## src/hw/rtl/ncmh_pkg.sv

```systemverilog
// Shared types, codes and constants for the nearest color match block.
// Used by the controller, the datapath and the top level.
package ncmh_pkg;

	localparam int unsigned DEF_PALETTE_DEPTH = 256;

	localparam int unsigned CH_W   = 8;
	localparam int unsigned COLOR_W = 3 * CH_W;
	localparam int unsigned DIST_W = 18;
	localparam int unsigned CFG_W  = 9;
	localparam int unsigned CFG_IDX_W = 2;
	localparam int unsigned CNT_W  = 9;

	localparam logic [CFG_W-1:0] TOLERANCE_RST  = 9'd20;
	localparam logic [CFG_W-1:0] HYSTERESIS_RST = 9'd5;

	// input item action codes
	localparam logic ACT_LOAD     = 1'b0;
	localparam logic ACT_CLASSIFY = 1'b1;

	// configuration register indexes
	localparam logic [CFG_IDX_W-1:0] REG_PALETTE_SIZE = 2'd0;
	localparam logic [CFG_IDX_W-1:0] REG_TOLERANCE    = 2'd1;
	localparam logic [CFG_IDX_W-1:0] REG_HYSTERESIS   = 2'd2;

	typedef struct packed {
		logic load;     // palette write transfer
		logic capture;  // classify transfer, latch sample
		logic prep;     // set up walk: squares, count, clear best
		logic issue;    // read one palette entry
		logic decide;   // update held match, load output register
	} ncmh_cmd_t;

	typedef struct packed {
		logic walk_done;
		logic pipe_busy;
		logic out_free;
	} ncmh_stat_t;

	function automatic logic [DIST_W-1:0] sq_dist(input logic [COLOR_W-1:0] c1,
			input logic [COLOR_W-1:0] c2);
		logic [CH_W-1:0] x;
		logic [CH_W-1:0] y;
		logic [CH_W-1:0] d;
		logic [DIST_W-1:0] s;
		s = '0;
		for (int k = 0; k < 3; k++) begin
			x = c1[k*CH_W +: CH_W];
			y = c2[k*CH_W +: CH_W];
			d = (x > y) ? x - y : y - x;
			s = s + DIST_W'(d) * DIST_W'(d);
		end
		return s;
	endfunction

endpackage

```

## src/hw/rtl/ncmh_ctrl.sv

```systemverilog
// Sequencing state machine for the nearest color match block.
// Depends on ncmh_pkg; drives ncmh_dp through command and status structs.
module ncmh_ctrl
	import ncmh_pkg::*;
(
	input  logic       clk,
	input  logic       arst_n,
	input  logic       in_valid,
	input  logic       action,
	output logic       in_stall,
	output ncmh_cmd_t  cmd,
	input  ncmh_stat_t stat
);

	typedef enum logic [4:0] {
		ST_IDLE   = 5'b00001,
		ST_PREP   = 5'b00010,
		ST_WALK   = 5'b00100,
		ST_DRAIN  = 5'b01000,
		ST_DECIDE = 5'b10000
	} state_t;

	state_t state_q, state_nxt;

	always_ff @(posedge clk or negedge arst_n) begin
		if (!arst_n)
			state_q <= ST_IDLE;
		else
			state_q <= state_nxt;
	end

	assign in_stall = (state_q != ST_IDLE);

	always_comb begin
		state_nxt = state_q;
		cmd = '0;
		case (state_q)
			ST_IDLE: begin
				if (in_valid) begin
					if (action == ACT_CLASSIFY) begin
						cmd.capture = 1'b1;
						state_nxt = ST_PREP;
					end else begin
						cmd.load = 1'b1;
					end
				end
			end
			ST_PREP: begin
				cmd.prep = 1'b1;
				state_nxt = ST_WALK;
			end
			ST_WALK: begin
				if (stat.walk_done)
					state_nxt = ST_DRAIN;
				else
					cmd.issue = 1'b1;
			end
			ST_DRAIN: begin
				if (!stat.pipe_busy)
					state_nxt = ST_DECIDE;
			end
			ST_DECIDE: begin
				// hold until the previous result has been taken
				if (stat.out_free) begin
					cmd.decide = 1'b1;
					state_nxt = ST_IDLE;
				end
			end
			default: state_nxt = ST_IDLE;
		endcase
	end

endmodule

```

## config.mk

```make
export PLATFORM = sky130hd
export DESIGN_NAME = ncmh_ctrl
export DESIGN_NICKNAME = d
export VERILOG_FILES = /design/src/hw/rtl/ncmh_pkg.sv /design/src/hw/rtl/ncmh_ctrl.sv
export SDC_FILE = /design/constraint.sdc
export NUM_CORES = 1
export LEC_CHECK = 0
export ABC_AREA = 1
export CAP_MARGIN = 20
export CORE_AREA = 2 2 39 41
export DETAILED_ROUTE_END_ITERATION = 16
export DIE_AREA = 0 0 41 43
export DONT_BUFFER_PORTS = 1
export HOLD_SLACK_MARGIN = 0.12
export SLEW_MARGIN = 30
export SYNTH_ARGS = -nofsm -noshare
export SYNTH_HDL_FRONTEND = slang
export SYNTH_SLANG_ARGS = --single-unit
```

## constraint.sdc

```tcl
create_clock -name clk -period 1.4 [get_ports clk]
set_input_delay 0.21 -clock clk [delete_from_list [all_inputs] [get_ports clk]]
set_output_delay 0.21 -clock clk [all_outputs]
set_load 0.02 [all_outputs]
```

# ---- Yosys cells after proc, flatten, opt, wreduce, memory -nomap -nowiden
# Index checks and enable logic that the tools add are counted.
# W data, S select, Z words.
dict set report totals {
  register_bits 5
  in_bits 7
  word_cells 28
}
dict set report classes {
  eq_ne 11
  n_mux 15
  reduce_logical 1
}
# cell n
set op_table {}
lappend op_table {{$mux W5} 5}
lappend op_table {{$pmux W5 S5} 1}
lappend op_table {{$ne A2 B2 Y1 const B} 5}
lappend op_table {{$mux W1} 7}
lappend op_table {{$eq A5 B1 Y1 const B} 1}
lappend op_table {{$eq A5 B2 Y1 const B} 1}
lappend op_table {{$eq A5 B3 Y1 const B} 1}
lappend op_table {{$eq A5 B4 Y1 const B} 1}
lappend op_table {{$eq A5 B5 Y1 const B} 1}
lappend op_table {{$ne A5 B1 Y1 const B} 1}
lappend op_table {{$reduce_and A5 Y1} 1}
lappend op_table {{$mux W2} 2}

# ---- Logic depth before layout (Yosys ltp)
dict set report logic_depth {
  depth_word 3
  ltp_mapped 7
  ltp_nobuf 7
}

# ---- Worst setup path before layout
# Ideal clock, no wire load.
dict set report synth_path {
  path_kind {register to output}
  startpoint {reg state_q[0]}
  endpoint {out cmd[4] (netlist bit)}
  arrival_ps 1382
  path_slack_ps -192
  stages_incl_launch_ff 5
  path_buffers 0
  path_cell_list {dfstp_2 > inv_1 > nor2_2 > nand3_2 > nor3_1}
}
# item line_no
set synth_rtl {}
lappend synth_rtl {{start: declaration} ncmh_ctrl.sv:23} ;# state_t state_q, state_nxt;
lappend synth_rtl {{start signal: assignment} ncmh_ctrl.sv:29} ;# state_q <= state_nxt;
lappend synth_rtl {{end: declaration} ncmh_ctrl.sv:11} ;# output ncmh_cmd_t cmd,

==> flow_summary.json <==
{
  "run_status": "finished, violations left",
  "violations": "setup timing",
  "placeableCoreArea_um2": 1380,
  "wl_per_cell_um": 10.9,
  "die_area_um2": 1760,
  "tcrit_tclk_final_pct": 109,
  "yosys.area_share.simple_pct": 51.1,
  "grt_first_pass_wirelength_mm": 1.33,
  "clock_slew_at_the_register_clock_pins_of_the_worst_setup_and_hold_paths_ns": 0.04,
  "slew_violations": 0,
  "hold_depth": 3,
  "yosysWarnings": 0,
  "post_synth_xor_area_fraction_pct": 0,
  "worst-endpoint-required_ns": 1.19,
  "largest_register": "state_q",
  "r2r_cell_count": 9,
  "static-leakage-power_nw": 0.303,
  "num_io_pins": 13,
  "largest_register_ffs": 5,
  "initial_antenna_violation_count": 0,
  "top_regs": "state_q (5)",
  "globalRouteMet1Util_pct": 9.84,
  "ys_seq_elements": 5,
  "synth_top_family_by_area": "simple AND/OR/NAND/NOR gates",
  "final_hold_violation_count": 0,
  "wirelength_um": 886,
  "syn-cell-area_um2": 343,
  "timing.final.setup_violations": 6,
  "grt_setup_unrepaired": "yes",
  "yosys.cell_types.count": 14,
  "synthToLayoutAreaGrowth_pct": 57.3,
  "r2r-start": "state_q[0]$_DFFE_PN1P_",
  "first_global_vias": 340,
  "cts-root-buf": "clkbuf_4",
  "whs_endpoint": "state_q[0]$_DFFE_PN1P_",
  "syn-mean-instance-area_um2": 7.14,
  "clock_latency_ns": 0.24,
  "avgViaCountPerCell": 4.57,
  "final_util_pct": 39.0,
  "power_per_cell_area_nw_per_um2": 2220,
  "synth.yosys.seq_area_share_pct": 36.9,
  "worst_pin_slew_ns": 0.282,
  "die-height_um": 43,
  "critical_path_class": "register to output pin",
  "antenna_cells_inserted": 0,
  "drt_pre_antenna_iters": 4,
  "place_ws_ns": 0.0614,
  "max_cap_violations": 0,
  "clock_skew_ns": 0.00240,
  "most_used_routing_layer_in_global_routing": "met2",
  "post_route_cells_drive_above_1_share_pct": 50.8,
  "dp_hpwl_um": 602,
  "hold_path.class": "primary input to register",
  "drt_drc_violations_left": 0,
  "kind_of_start_point_of_the_critical_path": "register",
  "clock_sink_count": 5,
  "synth_compound_gate_area_share_pct": 0,
  "worst_ep_arrival_time_ns": 1.32,
  "use_met3_pct": 3.66,
  "initial_core_util_pct": 24.8,
  "peakVddDrop_mv": 0.576,
  "tritoncts.num_buffers": 3,
  "layout_common_cells": "nand2_1 (12), buf_4 (9), inv_2 (6)",
  "syn_inst": 48,
  "max_clock_freq_ghz": 0.654,
  "placementRows": 14,
  "final.setup.tns_ns": -0.458,
  "relative_slew_margins_pct": 81.2,
  "crit_path_end_kind": "output pin",
  "muxShareOfSynthArea_pct": 0,
  "route.vias.total": 370,
  "die-width_um": 41,
  "min_from": "in_valid",
  "globalRoute.totalOverflow": 0,
  "final_nets": 73,
  "period_minus_slack_ns": 1.53,
  "tritoncts": "done",
  "htree_num_levels": 1,
  "placement.io_buffers": 0,
  "gp_congestion": 0.775,
  "grt_util_overall_pct": 11.9,
  "grt_max_degree": 8,
  "met2_usage_pct": 20.0,
  "layout.cells.most_common": "nand2_1",
  "ctsLongestPathBuffers": 2,
  "worst_r2r_endpoint": "state_q[4]$_DFFE_PN0P_",
  "fin_total_pwr_mw": 1.20,
  "detailedRoute.firstIterationViolations": 5,
  "setup_slack_ns": -0.130,
  "synth_fp_nets": 55,
  "residual_antenna_violating_net_count_after_detailed_routing": 0,
  "synth_fa_ha_area_share_pct": 0,
  "worst-r2r-setup-slack_ns": 0,
  "critical_path.max_fanout": 4
}
==> per-stage QoR <==
stage | hold WS, ns | cell area, µm² | cells
6_report | 0.184 | 539 | 81
2_1_floorplan | -0.0856 | 367 | 48
4_1_cts | 0.145 | 480 | 76
3_3_place_gp | -0.0855 | 417 | 68
3_5_place_dp | -0.0855 | 417 | 68
5_1_grt | 0.198 | 539 | 81
==> logic make-up (layout without fill, tap and decap cells) <==
group / count (synthesis) / in the layout
flip-flops: 5 / 5
buffers and inverters: 11 / 28
AND/OR/NAND/NOR: 32 / 32
==> metal layers <==
layer	share of wire (%)	up-vias
li1	-	188
met1	38	170
met2	57	10
met3	4.4	2
met4	1.1	0
met5	0	-
==> critical path, stage by stage, from the launching register on <==
cell,delay [ns]
dfstp_2,0.53
inv_2,0.05
nor2_4,0.10
nand3_4,0.11
nor3b_4,0.30
==> worst max-delay path by stage <==
stage	startpoint	end	slack [ns]
CTS	state_q[0]$_DFFE_PN1P_	cmd[3]	-0.15
global route	state_q[0]$_DFFE_PN1P_	cmd[3]	-0.21
detailed placement	state_q[0]$_DFFE_PN1P_	cmd[3]	0.06
finish	state_q[0]$_DFFE_PN1P_	cmd[3]	-0.13
global placement	state_q[0]$_DFFE_PN1P_	cmd[3]	0.08
floorplan	state_q[0]$_DFFE_PN1P_	cmd[3]	0.01
==> Yosys cell counts <==
cell type	count	area share, %
nand2_1	12	13
inv_1	8	8.8
dfrtp_1	4	29
nand4_1	4	7.3
nor2_1	4	4.4
inv_2	3	3.3
nand3_1	3	4.4
nor2_2	3	5.5
nor3_1	2	2.9
dfstp_2	1	7.7
nand3_2	1	2.9
nand4_2	1	3.6
nor2_4	1	3.3
nor3b_2	1	3.6
==> what timing repair did <==
action,in CTS,in global routing
hold buffers,1,0
endpoints found under the hold margin,5,0
pin swaps,5,9
gates resized for setup,3,7
buffers inserted,3,5
endpoints found under the setup margin,6,9
==> where the power goes <==
part	internal [mW]	leakage, nW	switching (mW)
logic	0.354	0.227	0.406
clock network	0.108	0.0150	0.0575
registers	0.209	0.0615	0.0601
total	0.671	0.303	0.524
==> cell type report <==
cell class | count | area [µm²]
repair buffers | 13 | 111
flip-flops and latches | 5 | 129
well taps | 16 | 20.0
clock buffers | 4 | 26.3
multi-input cells | 32 | 211
fillers | 147 | 845
inverters | 11 | 41.3
Power figures use the tool's default switching activity.
